### config.mk
export PLATFORM = sky130hd
export DESIGN_NAME = priority_schedule_wait_times
export DESIGN_NICKNAME = d
export VERILOG_FILES = /design/src/design/psw_pkg.sv /design/src/design/priority_schedule_wait_times.sv
export SDC_FILE = /design/constraint.sdc
export NUM_CORES = 1
export LEC_CHECK = 0
export BUFFER_PORTS_ARGS = -buffer_cell sky130_fd_sc_hd__buf_4
export CORE_AREA = 2 2 228 230
export CTS_CLUSTER_DIAMETER = 30
export DETAILED_ROUTE_END_ITERATION = 8
export DIE_AREA = 0 0 230 232
export PLACE_DENSITY = 0.94
export SETUP_SLACK_MARGIN = 0.1
export SLEW_MARGIN = 40
export SYNTH_ARGS = -nofsm -noshare
export SYNTH_HDL_FRONTEND = slang
export SYNTH_SLANG_ARGS = --single-unit
export TNS_END_PERCENT = 30
### constraint.sdc
create_clock -name clk -period 10.3 [get_ports clk]
set_input_delay 1.03 -clock clk [delete_from_list [all_inputs] [get_ports clk]]
set_output_delay 1.03 -clock clk [all_outputs]
set_load 0.05 [all_outputs]
### src/design/psw_pkg.sv
// package: beat types, store entry layout, limits and controller states
package psw_pkg;

    localparam int MAX_JOBS = 16;
    localparam int IDX_W    = (MAX_JOBS > 1) ? $clog2(MAX_JOBS) : 1;
    localparam int CNT_W    = $clog2(MAX_JOBS + 1);

    localparam logic [19:0] WAIT_MAX  = 20'hFFFFF;
    localparam logic [23:0] TWAIT_MAX = 24'hFFFFFF;
    localparam logic [24:0] TTAT_MAX  = 25'h1FFFFFF;
    localparam logic [20:0] ELAPSED_CAP = 21'h100000;

    typedef struct packed {
        logic [7:0]  job_id;
        logic [7:0]  job_priority;
        logic [15:0] burst_length;
        logic        is_last;
    } job_beat_t;

    typedef struct packed {
        logic [7:0]  out_id;
        logic [15:0] out_burst;
        logic [19:0] wait_time;
        logic [19:0] turnaround_time;
        logic [23:0] total_wait;
        logic [24:0] total_turnaround;
        logic        jobs_dropped;
        logic        last_result;
    } res_beat_t;

    typedef struct packed {
        logic [15:0] burst;
        logic [7:0]  prio;
        logic [7:0]  id;
    } entry_t;

    typedef enum logic [2:0] {
        ST_LOAD = 3'b001,
        ST_SCAN = 3'b010,
        ST_EMIT = 3'b100
    } state_t;

endpackage

### src/design/priority_schedule_wait_times.sv
// top level: non-preemptive priority scheduler with wait and turnaround times
//
// job channel (job_valid/job_ready/job): one beat loads one job into the job
// store, back to back. the beat with is_last set closes the set and
// starts the run; jobs beyond psw_pkg::MAX_JOBS are dropped and flagged.
// result channel (res_valid/res_ready/res): one beat per stored job, in
// descending priority, equal priorities in load order.
// each result comes from a full scan of the single-port job store, one
// entry read per cycle; each registered read is compared with the best
// entry so far, and after the last one the emit state loads the output
// register with the result.
// the last result carries the totals and last_result.
// a stalled receiver holds the output register; the next scan runs and its
// emit waits until the beat is taken. the next set may be loaded while the
// last result still waits to be taken.
// reset empties the store (count and drop flag to zero), no clearing pass.
module priority_schedule_wait_times
(
    input  logic                 clk,
    input  logic                 rst_n,
    input  logic                 job_valid,
    output logic                 job_ready,
    input  psw_pkg::job_beat_t   job,
    output logic                 res_valid,
    input  logic                 res_ready,
    output psw_pkg::res_beat_t   res
);

    psw_pkg::entry_t mem [psw_pkg::MAX_JOBS];
    psw_pkg::entry_t rd_data_reg;

    psw_pkg::state_t state_reg, state_next;
    logic [psw_pkg::CNT_W-1:0] count_reg, count_next;
    logic [psw_pkg::CNT_W-1:0] issue_reg, issue_next;
    logic [psw_pkg::CNT_W-1:0] rank_reg, rank_next;
    logic ovf_reg, ovf_next;
    logic [psw_pkg::MAX_JOBS-1:0] done_reg, done_next;
    logic rd_valid_reg, rd_last_reg;
    logic [psw_pkg::IDX_W-1:0] rd_idx_reg;
    logic best_found_reg, best_found_next;
    logic out_valid_reg, out_valid_next;

    logic [7:0]  best_prio_reg, best_prio_next;
    logic [7:0]  best_id_reg, best_id_next;
    logic [15:0] best_burst_reg, best_burst_next;
    logic [psw_pkg::IDX_W-1:0] best_idx_reg, best_idx_next;
    logic [20:0] elapsed_reg, elapsed_next;
    logic [23:0] sum_wait_reg, sum_wait_next;
    logic [24:0] sum_tat_reg, sum_tat_next;
    psw_pkg::res_beat_t out_reg, out_next;

    logic we;
    logic rd_en;
    logic out_load;
    logic last_res;
    logic [19:0] wait_now;
    logic [21:0] tat_sum;
    logic [19:0] tat_now;
    logic [24:0] sw_sum;
    logic [25:0] st_sum;

    assign job_ready = (state_reg == psw_pkg::ST_LOAD);
    assign res_valid = out_valid_reg;
    assign res       = out_reg;

    assign rd_en    = (state_reg == psw_pkg::ST_SCAN) && (issue_reg < count_reg);
    assign last_res = ((rank_reg + psw_pkg::CNT_W'(1)) == count_reg);

    // saturating schedule arithmetic
    assign wait_now = (elapsed_reg > {1'b0, psw_pkg::WAIT_MAX}) ? psw_pkg::WAIT_MAX
                                                                 : elapsed_reg[19:0];
    assign tat_sum  = {1'b0, elapsed_reg} + {6'd0, best_burst_reg};
    assign tat_now  = (tat_sum > {2'b00, psw_pkg::WAIT_MAX}) ? psw_pkg::WAIT_MAX
                                                             : tat_sum[19:0];
    assign sw_sum   = {1'b0, sum_wait_reg} + {5'd0, wait_now};
    assign st_sum   = {1'b0, sum_tat_reg} + {6'd0, tat_now};

    // job store
    always_ff @(posedge clk)
    begin
        if (we)
        begin
            mem[count_reg[psw_pkg::IDX_W-1:0]] <= '{burst: job.burst_length,
                                                    prio:  job.job_priority,
                                                    id:    job.job_id};
        end
        if (rd_en)
        begin
            rd_data_reg <= mem[issue_reg[psw_pkg::IDX_W-1:0]];
        end
    end

    always_comb
    begin
        state_next      = state_reg;
        count_next      = count_reg;
        issue_next      = issue_reg;
        rank_next       = rank_reg;
        ovf_next        = ovf_reg;
        done_next       = done_reg;
        best_found_next = best_found_reg;
        best_prio_next  = best_prio_reg;
        best_id_next    = best_id_reg;
        best_burst_next = best_burst_reg;
        best_idx_next   = best_idx_reg;
        elapsed_next    = elapsed_reg;
        sum_wait_next   = sum_wait_reg;
        sum_tat_next    = sum_tat_reg;
        out_next        = out_reg;
        we              = 1'b0;
        out_load        = 1'b0;

        unique case (state_reg)
            psw_pkg::ST_LOAD:
            begin
                if (job_valid)
                begin
                    if (count_reg < psw_pkg::CNT_W'(psw_pkg::MAX_JOBS))
                    begin
                        we         = 1'b1;
                        count_next = count_reg + psw_pkg::CNT_W'(1);
                    end
                    else
                    begin
                        ovf_next = 1'b1;
                    end
                    if (job.is_last)
                    begin
                        state_next      = psw_pkg::ST_SCAN;
                        done_next       = '0;
                        elapsed_next    = '0;
                        sum_wait_next   = '0;
                        sum_tat_next    = '0;
                        rank_next       = '0;
                        issue_next      = '0;
                        best_found_next = 1'b0;
                    end
                end
            end
            psw_pkg::ST_SCAN:
            begin
                if (rd_en)
                begin
                    issue_next = issue_reg + psw_pkg::CNT_W'(1);
                end
                if (rd_valid_reg)
                begin
                    // strict compare keeps the earliest loaded job on ties
                    if (!done_reg[rd_idx_reg] &&
                        (!best_found_reg || (rd_data_reg.prio > best_prio_reg)))
                    begin
                        best_found_next = 1'b1;
                        best_prio_next  = rd_data_reg.prio;
                        best_id_next    = rd_data_reg.id;
                        best_burst_next = rd_data_reg.burst;
                        best_idx_next   = rd_idx_reg;
                    end
                    if (rd_last_reg)
                    begin
                        state_next = psw_pkg::ST_EMIT;
                    end
                end
            end
            psw_pkg::ST_EMIT:
            begin
                if (!out_valid_reg || res_ready)
                begin
                    out_load                 = 1'b1;
                    done_next[best_idx_reg]  = 1'b1;
                    elapsed_next             = (tat_sum > {1'b0, psw_pkg::ELAPSED_CAP})
                                             ? psw_pkg::ELAPSED_CAP : tat_sum[20:0];
                    sum_wait_next            = (sw_sum > {1'b0, psw_pkg::TWAIT_MAX})
                                             ? psw_pkg::TWAIT_MAX : sw_sum[23:0];
                    sum_tat_next             = (st_sum > {1'b0, psw_pkg::TTAT_MAX})
                                             ? psw_pkg::TTAT_MAX : st_sum[24:0];
                    rank_next                = rank_reg + psw_pkg::CNT_W'(1);
                    out_next.out_id          = best_id_reg;
                    out_next.out_burst       = best_burst_reg;
                    out_next.wait_time       = wait_now;
                    out_next.turnaround_time = tat_now;
                    out_next.jobs_dropped    = ovf_reg;
                    out_next.last_result     = last_res;
                    out_next.total_wait      = '0;
                    out_next.total_turnaround = '0;
                    if (last_res)
                    begin
                        out_next.total_wait       = sum_wait_next;
                        out_next.total_turnaround = sum_tat_next;
                        state_next = psw_pkg::ST_LOAD;
                        count_next = '0;
                        ovf_next   = 1'b0;
                    end
                    else
                    begin
                        state_next      = psw_pkg::ST_SCAN;
                        issue_next      = '0;
                        best_found_next = 1'b0;
                    end
                end
            end
            default:
            begin
                state_next = psw_pkg::ST_LOAD;
            end
        endcase

        if (out_load)
        begin
            out_valid_next = 1'b1;
        end
        else if (res_ready)
        begin
            out_valid_next = 1'b0;
        end
        else
        begin
            out_valid_next = out_valid_reg;
        end
    end

    // control state
    always_ff @(posedge clk or negedge rst_n)
    begin
        if (!rst_n)
        begin
            state_reg      <= psw_pkg::ST_LOAD;
            count_reg      <= '0;
            issue_reg      <= '0;
            rank_reg       <= '0;
            ovf_reg        <= 1'b0;
            done_reg       <= '0;
            rd_valid_reg   <= 1'b0;
            rd_last_reg    <= 1'b0;
            rd_idx_reg     <= '0;
            best_found_reg <= 1'b0;
            out_valid_reg  <= 1'b0;
        end
        else
        begin
            state_reg      <= state_next;
            count_reg      <= count_next;
            issue_reg      <= issue_next;
            rank_reg       <= rank_next;
            ovf_reg        <= ovf_next;
            done_reg       <= done_next;
            rd_valid_reg   <= rd_en;
            rd_last_reg    <= rd_en && (issue_reg == (count_reg - psw_pkg::CNT_W'(1)));
            rd_idx_reg     <= issue_reg[psw_pkg::IDX_W-1:0];
            best_found_reg <= best_found_next;
            out_valid_reg  <= out_valid_next;
        end
    end

    // payload
    always_ff @(posedge clk)
    begin
        best_prio_reg  <= best_prio_next;
        best_id_reg    <= best_id_next;
        best_burst_reg <= best_burst_next;
        best_idx_reg   <= best_idx_next;
        elapsed_reg    <= elapsed_next;
        sum_wait_reg   <= sum_wait_next;
        sum_tat_reg    <= sum_tat_next;
        out_reg        <= out_next;
    end

endmodule

# Word level (Yosys, flattened, before mapping)
# Memories as Yosys holds them, arrays and structs flattened. A register that Yosys moved wholly into a read port is not among the register bits.
# Cells that the tools add are included.
# op_classes
add_sub_neg,7
mul,0
n_div,0
n_lt_le_gt_ge,11
eq_ne,16
shifts,0
mux,66
bitwise_logic,1
reduce_logical,20
# op_table
op,n
$mux W25,4
$mux W24,4
$mux W21,4
$mux W5,10
$pmux W25 S2,1
$mux W16,3
$pmux W24 S2,1
$pmux W21 S2,1
$mux W20,2
$pmux W16 S2,1
$add A25 B20 Y26,1
$gt A26 B25 Y1 const B,1
$add A24 B20 Y25,1
$gt A25 B24 Y1 const B,1
$add A21 B16 Y22,1
$gt A22 B20 Y1 const B,1
$gt A22 B21 Y1 const B,1
$gt A21 B20 Y1 const B,1
$mux W1,21
$pmux W5 S2,2
$ne A2 B2 Y1 const B,8
$or A16 B16 Y16,1
$add A5 B1 Y5 const B,3
$mux W3,5
29 further kinds,42
# word_totals
reg_bits,264
latch_bits,0
ram_bits,512
romBits,0
word_cells,148
mem_count,1
# mem_list
memory,depth,width,rd,rd_ports_with_merged_regs,wr,line,rtl
mem,16,32,1,1,1,priority_schedule_wait_times.sv:29,psw_pkg::entry_t mem [psw_pkg::MAX_JOBS];

# Depth between registers and ports, before layout
# Gate-level depths: netlist of run 1.
# depth
ltp_word,8
ltp_mapped,21

# Least setup slack after synthesis of run 1
# OpenSTA, ideal clock, no wires.
# synth_path
path_kind,input to register
startpoint,input res_ready
endpoint,register done_reg[15] (netlist bit)
setup_time_ns,0.072
t_arrival_ns,6.189
setup_slack_ns,4.039
path_stages,8
path_buffers,0
path_cell_list,nand2b_1 > nand2_1 > inv_1 > nor2_1 > inv_1 > and3_1 > a31oi_1 > nor2_1
# synth_via
elab_chain_len,3
# synth_lines
element,line,rtl
start: declaration,priority_schedule_wait_times.sv:25,"input logic res_ready,"
$logic_or A1 B1 Y1,priority_schedule_wait_times.sv:166,if (!out_valid_reg || res_ready)
$ne A2 B2 Y1 (no line),--,
$reduce_and A4 Y1 (no line),--,
end signal: assignment,priority_schedule_wait_times.sv:245,done_reg <= done_next;
end: declaration,priority_schedule_wait_times.sv:37,"logic [psw_pkg::MAX_JOBS-1:0] done_reg, done_next;"
# Every way passes these cells.
# A chain may end at the register's enable or synchronous reset.

# Final worst setup path of run 1
# layout_path
startpoint,register elapsed_reg[0]
endpoint,"register sum_tat_reg[22], data pin"
# layout_via
elab_chain_len,8
# layout_lines
element,line,rtl
start: declaration,priority_schedule_wait_times.sv:47,"logic [20:0] elapsed_reg, elapsed_next;"
start signal: assignment,priority_schedule_wait_times.sv:261,elapsed_reg <= elapsed_next;
$add A21 B16 Y22 (*),priority_schedule_wait_times.sv:72,"assign tat_sum = {1'b0, elapsed_reg} + {6'd0, best_burst_reg};"
$gt A22 B20 Y1,priority_schedule_wait_times.sv:73,"assign tat_now = (tat_sum > {2'b00, psw_pkg::WAIT_MAX}) ? psw_pkg::WAIT_MAX"
$mux W20 (*),priority_schedule_wait_times.sv:73,
net tat_now[1],priority_schedule_wait_times.sv:58,logic [19:0] tat_now;
$add A25 B20 Y26 (*),priority_schedule_wait_times.sv:76,"assign st_sum = {1'b0, sum_tat_reg} + {6'd0, tat_now};"
$gt A26 B25 Y1,priority_schedule_wait_times.sv:174,"sum_tat_next = (st_sum > {1'b0, psw_pkg::TTAT_MAX})"
$mux W25 (*),priority_schedule_wait_times.sv:175,? psw_pkg::TTAT_MAX : st_sum[24:0];
$mux W25 (*),priority_schedule_wait_times.sv:166,
$pmux W25 S2 (*),priority_schedule_wait_times.sv:113,unique case (state_reg)
end signal: assignment,priority_schedule_wait_times.sv:263,sum_tat_reg <= sum_tat_next;
end: declaration,priority_schedule_wait_times.sv:49,"logic [24:0] sum_tat_reg, sum_tat_next;"
# Mark *: on every way through the listed nets, which the timed path passes. The rest lies on a longest branch. The select of a mux whose other input is x is not followed.

==> metrics.csv, run 1 <==
metric;value;unit
status;finished clean;
clk slew on worst S/H paths;60;ps
worst setup path endpoint;sum_tat_reg[22];
Pwr Total;10300;uW
H-tree depth;4;
Ports;154;
crit path kind;reg2reg;
R2R Path End;sum_tat_reg[22];
CP peak stage delay;750;ps
FMAX;164;MHz
Final Slew Violations;0;
Layout Utilization;78.6;%
core area;0.0509;sq mm
Worst Setup SP;elapsed_reg[0];
Clock power frac;44.4;%
Routed Antenna Nets;0;
Combinational Power Share;17.0;%
Die Height;232;um
die area;0.0534;sq mm
critical path peak fanout;23;
Layout area overhead;20.0;%
WL/cell;30.7;um
post-synth top area share;68.9;%
Clock Skew;30.4;ps
Yosys warning total;0;
PortBufs;153;
Setup Viol. Count Final;0;
crit share post-route;59.2;%
# rows;83;
Sequential Power Share;38.7;%
Detailed Route Iter0 Violations;2781;
DRC violations left;0;
R2R Path Start;elapsed_reg[0];
DR vias;19800;
clock tree buffer depth;3;
area leader, netlist;edfxtp_1;
Leak;0.0139;uW
Synthesized Nets;1997;
first-pass GRT wire length;133000;um
most frequent cells after synthesis;edfxtp_1 (765), nor2_1 (193), mux4_2 (165);
mapped cell area;0.0333;sq mm
Total Wirelength;89400;um
crit path time final;6100;ps
critical path data required time;10830;ps
Max-cap violations;0;
max reg flops;512;
First-pass DRT Iterations;7;
post-synth cell types;70;
sw frac;27.9;%
clock sink total;808;
Synth area leaders;edfxtp_1 (69%), mux4_2 (11%), dfrtp_1 (3.2%);
P_int;7460;uW
Seq/Total Area, Yosys;72.2;%
unrepaired setup endpoints after global routing;no;
PwrDens;259;mW/mm^2
Crit path arrival time;6630;ps
# nets final;2240;
Hold Crit Class;in2async;
TritonCTS clock tree;yes;
Hold Buf Count CTS;0;
Critical Path Sink Type;register;
Syn Area/Cell;17.7;sq um
number of synthesized flops with an enable pin;765;
Slew @ Worst Pin;822;ps
worst vdd ir;252;uV
P_sw;2890;uW
vias in the first global route;20600;
Die X;230;um
CTS buffer count;134;
clock tree root driver cell;clkbuf_16;
max_slew headroom;45.2;%
dpl hpwl;45900;um
GRT Overall Usage;34.6;%
#FFs+latches synth;808;
vias per cell;6.81;
Post-synth top flop;edfxtp_1;
Setup TNS Final;0;ps
Remaining Overflow, GRT;0;
CP Cell Sequence;ha_1, inv_1, fa_1, nand2b_1, a2111oi_0, nor3_1, o22ai_1, nand3_1, mux2_2, nand2_1, ha_1, a21o_1, a21oi_1, o21ai_0, a21oi_1, nor3_2, o2111a_1, and4bb_2, nor3_1;
initial antenna violation count;4;
Initial Util;65.5;%
Final Hold Fails;0;
largest net degree at the start of global routing;83;
layout cell share with drive strength beyond 1;27.9;%
Crit-path slowest cell;o2111a_1;
postcts setup bufs;0;
GPL Wtd Cong;0.931;
Post-Syn Instances;1880;
crit start category;register;
clk_lat worst skew;730;ps
final instance area;0.0400;sq mm
top-count cell post-synth;edfxtp_1;
FF-to-FF setup slack;4200;ps
async set-reset flop share out of synthesis;5.32;%
reg2reg path depth;19;
Post-CTS Resized;0;
Cell Area, Placed;0.0353;sq mm
==> worst max-delay path: cells and delay by family (launching register included) <==
kind	cells	cell delay, ps
buf+inv	1	70
flops	1	350
compound gates	7	2340
simple gates	7	1640
mux	1	570
fa+ha+maj	3	930
==> final cells by class <==
cell class	count	area, sq um
sequential	808	24100
antenna	3	7.51
clock buffer	146	3420
tap	680	851
multi-input combinational	968	8940
timing repair buffer	174	1350
inverter	37	141
fill	2467	10900
clock inverter	98	1210
==> power by group through the flow <==
stage / Clock [uW] / Sequential, uW / Combinational [uW]
2_1_floorplan: 0 / 3960 / 1240
3_3_place_gp: 0 / 4060 / 1500
3_5_place_dp: 0 / 4040 / 1640
4_1_cts: 4610 / 3990 / 1730
5_1_grt: 4730 / 4010 / 1860
6_report: 4590 / 4000 / 1760
==> logic make-up (layout without fill, tap and decap cells) <==
logic type,count (synthesis),in the layout,share of synthesized area [%]
buffers and inverters,104,455,1.24
XOR/XNOR,69,69,1.90
multiplexers,173,173,11.4
adder cells (fa/ha/maj),80,80,3.07
other,0,3,0
AND/OR/NAND/NOR,403,403,5.54
flip-flops,808,808,72.2
AO/OA/AOI/OAI,243,243,4.68
==> stage by stage <==
| step | hold WS, ps | worst slack, ps | cells |
|---|---|---|---|
| after global routing | 332 | 3760 | 2914 |
| final | 314 | 4200 | 2914 |
| after floorplan | 376 | 4040 | 1880 |
| after detailed placement | 405 | 4480 | 2667 |
| after CTS | 287 | 4350 | 2911 |
| after global placement | 402 | 4810 | 2665 |
==> worst min-delay path by stage <==
| stage | slack (ps) | from | to | cells past startpoint |
|---|---|---|---|---|
| finish | 310 | rst_n | rd_idx_reg[0] | 1 |
| global placement | 400 | rd_data_reg[20] | best_burst_reg[4] | 0 |
| global route | 330 | rst_n | res_valid | 1 |
| detailed placement | 400 | rd_data_reg[1] | best_id_reg[1] | 0 |
| CTS | 290 | rst_n | res_valid | 1 |
| floorplan | 380 | issue_reg[3] | rd_idx_reg[3] | 0 |
==> cells in the final DEF (no fill, tap or decap), types with 21 or more instances in the layout <==
cell / count
xor2_1: 27
dfrtp_1: 39
a21oi_1: 80
edfxtp_1: 765
buf_4: 167
or2_2: 21
mux4_2: 165
a21o_1: 25
nor2_1: 193
inv_1: 35
o21ai_0: 46
nand2_1: 73
xnor2_1: 40
ha_1: 77
clkbuf_16: 135
==> layer usage <==
layer	track usage, %	vias to the layer above	routed length [um]
met5	0	-	13
met4	18.2	2	4320
met3	8.52	328	9400
met2	56.5	1612	45200
met1	43.7	9953	30500
li1	-	7953	-
(Power assumes the default switching activity.)
==> run 2: changes to the inputs <==
ABC_AREA = 1   (was unset)
CORE_AREA = 2 2 241 243   (was 2 2 228 230)
DIE_AREA = 0 0 243 245   (was 0 0 230 232)
PLACE_DENSITY = 0.9   (was 0.94)
clock period = 6.2 ns   (was 10.3 ns; I/O delays follow)
==> metrics.csv, run 2 <==
metric;value;unit;change
GPL Wtd Cong;0.953;;+2.4%
post-synth top area share;65.7;%;-3.2 points
PortBufs;153;;unchanged
H-tree depth;4;;unchanged
clock tree buffer depth;3;;unchanged
Detailed Route Iter0 Violations;3331;;+20%
Die Height;245;um;+5.6%
critical path data required time;6650;ps;-4180 ps
Synth area leaders;edfxtp_1 (66%), nor2_1 (4.6%), nand2_1 (4.3%);;
Seq/Total Area, Yosys;68.8;%;-3.4 points
critical path peak fanout;21;;-8.7%
# rows;88;;+6.0%
Critical Path Sink Type;register;;
Layout Utilization;73.0;%;-5.5 points
first-pass GRT wire length;143000;um;+7.7%
First-pass DRT Iterations;8;;+1
Post-Syn Instances;2897;;+54%
Post-Place Cells;3726;;+40%
top-count cell post-synth;edfxtp_1;;
Syn Area/Cell;12.1;sq um;-32%
Post-synth top flop;edfxtp_1;;
# nets final;3211;;+43%
core area;0.0570;sq mm;+12%
#FFs+latches synth;808;;unchanged
# fillers;3394;;+38%
GRT Overall Usage;31.9;%;-2.7 points
max_slew headroom;43.8;%;-1.4 points
post-synth cell types;47;;-33%
die area;0.0595;sq mm;+12%
async set-reset flop share out of synthesis;5.32;%;unchanged
clk slew on worst S/H paths;50;ps;about the same
Routed Antenna Nets;0;;unchanged
Crit-path slowest cell;fa_1;;
Max-cap violations;0;;unchanged
Crit path arrival time;5190;ps;-1440 ps
FMAX;211;MHz;+28%
DR vias;24800;;+25%
Pwr Total;22100;uW;+110%
Hold Crit Class;in2reg;;
Slew @ Worst Pin;842;ps;+20.8 ps
status;finished clean;;
Clock Skew;43.2;ps;+12.7 ps
most frequent cells after synthesis;edfxtp_1 (765), nor2_1 (431), nand2_1 (398);;
most common cell after layout, fill and taps aside;edfxtp_1;;
Final Slew Violations;0;;unchanged
Ports;154;;unchanged
crit share post-route;76.6;%;+17 points
vias per cell;6.25;;-8.2%
crit path kind;reg2reg;;
TritonCTS clock tree;yes;;
Setup Viol. Count Final;0;;unchanged
clock tree root driver cell;clkbuf_16;;
Non-Filler Instances;3965;;+36%
CP peak stage delay;420;ps;-330 ps
mapped cell area;0.0350;sq mm;+4.9%
final instance area;0.0417;sq mm;+4.2%
worst vdd ir;381;uV;+51%
Remaining Overflow, GRT;0;;unchanged
FF-to-FF setup slack;1450;ps;-2750 ps
Synthesized Nets;3014;;+51%
PwrDens;530;mW/mm^2;+100%
Final Hold Fails;0;;unchanged
area leader, netlist;edfxtp_1;;
max reg flops;512;;unchanged
Initial Util;61.3;%;-4.2 points
Cell Area, Placed;0.0370;sq mm;+4.9%
Setup TNS Final;0;ps;unchanged
unrepaired setup endpoints after global routing;no;;
Yosys warning total;0;;unchanged
Leak;0.0155;uW;+12%
CTS buffer count;130;;-3.0%
layout cell share with drive strength beyond 1;16.3;%;-12 points
initial antenna violation count;4;;unchanged
DRC violations left;0;;unchanged
WL/cell;23.9;um;-22%
crit start category;register;;
Die X;243;um;+5.7%
crit path time final;4750;ps;-1350 ps
highest-count cells in the layout ignoring fill and taps;edfxtp_1 (765), nor2_1 (412), nand2_1 (397);;
clock sink total;808;;unchanged
vias in the first global route;25100;;+22%
Layout area overhead;19.2;%;
number of synthesized flops with an enable pin;765;;unchanged
Total Wirelength;94600;um;+5.8%
dpl hpwl;52200;um;+14%
largest net degree at the start of global routing;171;;+110%
CP dominant cell by count;nand2_1;;
clk_lat worst skew;730;ps;about the same
-- run 2: cell count changes in the layout (fill, tap and decap cells not counted), moves of 22 or more --
| cell | previous run | this run |
|---|---|---|
| mux2i_1 | 6 | 51 |
| nand2_1 | 73 | 397 |
| nor2_1 | 193 | 412 |
| o32ai_1 | 0 | 77 |
| o21ai_0 | 46 | 186 |
| nand3_1 | 18 | 117 |
| nor2_2 | 0 | 23 |
| o221ai_1 | 1 | 54 |
| a21oi_1 | 80 | 119 |
| inv_1 | 35 | 208 |
| mux4_2 | 165 | 0 |
| xnor2_1 | 40 | 17 |
| nor2_4 | 0 | 22 |
-- run 2: critical path, delay by kind of cell (launching register included) --
kind	cells	cell delay [ps]
compound gates	2	400
fa+ha+maj	3	1000
flops	1	360
simple gates	17	1710
buf+inv	6	1020
-- run 2: what timing repair did --
item / CTS / global route
setup buffers: 0 / 0
resized for setup: 0 / 0
hold buffers: 1 / 0
setup endpoints to repair: 0 / 0
endpoints found under the hold margin: 42 / 0
-- run 2: routing by layer --
layer / share of wire, % / wire length (um) / track usage, % / vias up
met2: 49 / 46600 / 52.8 / 1841
li1: - / - / - / 10800
met3: 11 / 10100 / 6.63 / 365
met4: 4.7 / 4420 / 17.7 / 4
met1: 35 / 33400 / 39.7 / 11800
met5: 0.030 / 28 / 0 / -
-- run 2: kinds of logic (layout without fill, tap and decap cells) --
family                     Yosys count  after routing  share of synthesized area (%)
and+or+nand+nor                   1069           1069                           12.9
DFF                                808            808                           68.8
AOI/OAI and AO/OA                  491            491                           8.83
buffers and inverters              349            651                           3.88
adders and majority gates           80             80                           2.93
muxes                               51             51                           1.46
xor gates and xnor gates            49             49                           1.23
other                                0              1                              0
-- run 2: layout make-up --
class                   count  area (sq um)  share of cell area, %
well taps                 765           957                   2.30
diodes                      1          2.50                0.00601
flip-flops and latches    808         24100                   57.8
multi-input cells        1740          9700                   23.3
clock inverters            86          1090                   2.61
clock buffers             151          3510                   8.43
inverters                 226           857                   2.06
repair buffers            188          1480                   3.54
-- run 2: path summary, 6_finish.rpt --
check	endpoint	depth (start not counted)	start
setup / recovery	sum_tat_reg[6]	28	best_burst_reg[0]
max in group asynchronous	issue_reg[1]	2	rst_n
setup reg to reg	sum_tat_reg[6]	28	best_burst_reg[0]
hold reg to reg	best_burst_reg[7]	0	rd_data_reg[23]
min in group asynchronous	res_valid	2	rst_n
hold / removal	res_valid	2	res_ready
-- run 2: metrics by stage --
| step | setup slack (ps) | hold slack [ps] |
|---|---|---|
| floorplan | 715 | 324 |
| CTS | 1500 | 79.7 |
| detailed placement | 1560 | 405 |
| finish | 1450 | 102 |
| global route | 932 | 114 |
| global placement | 1700 | 405 |
-- run 2: report_power, final --
| group | internal (uW) | switching (uW) |
|---|---|---|
| clock network | 4860 | 2670 |
| logic | 2200 | 5030 |
| registers | 6930 | 389 |
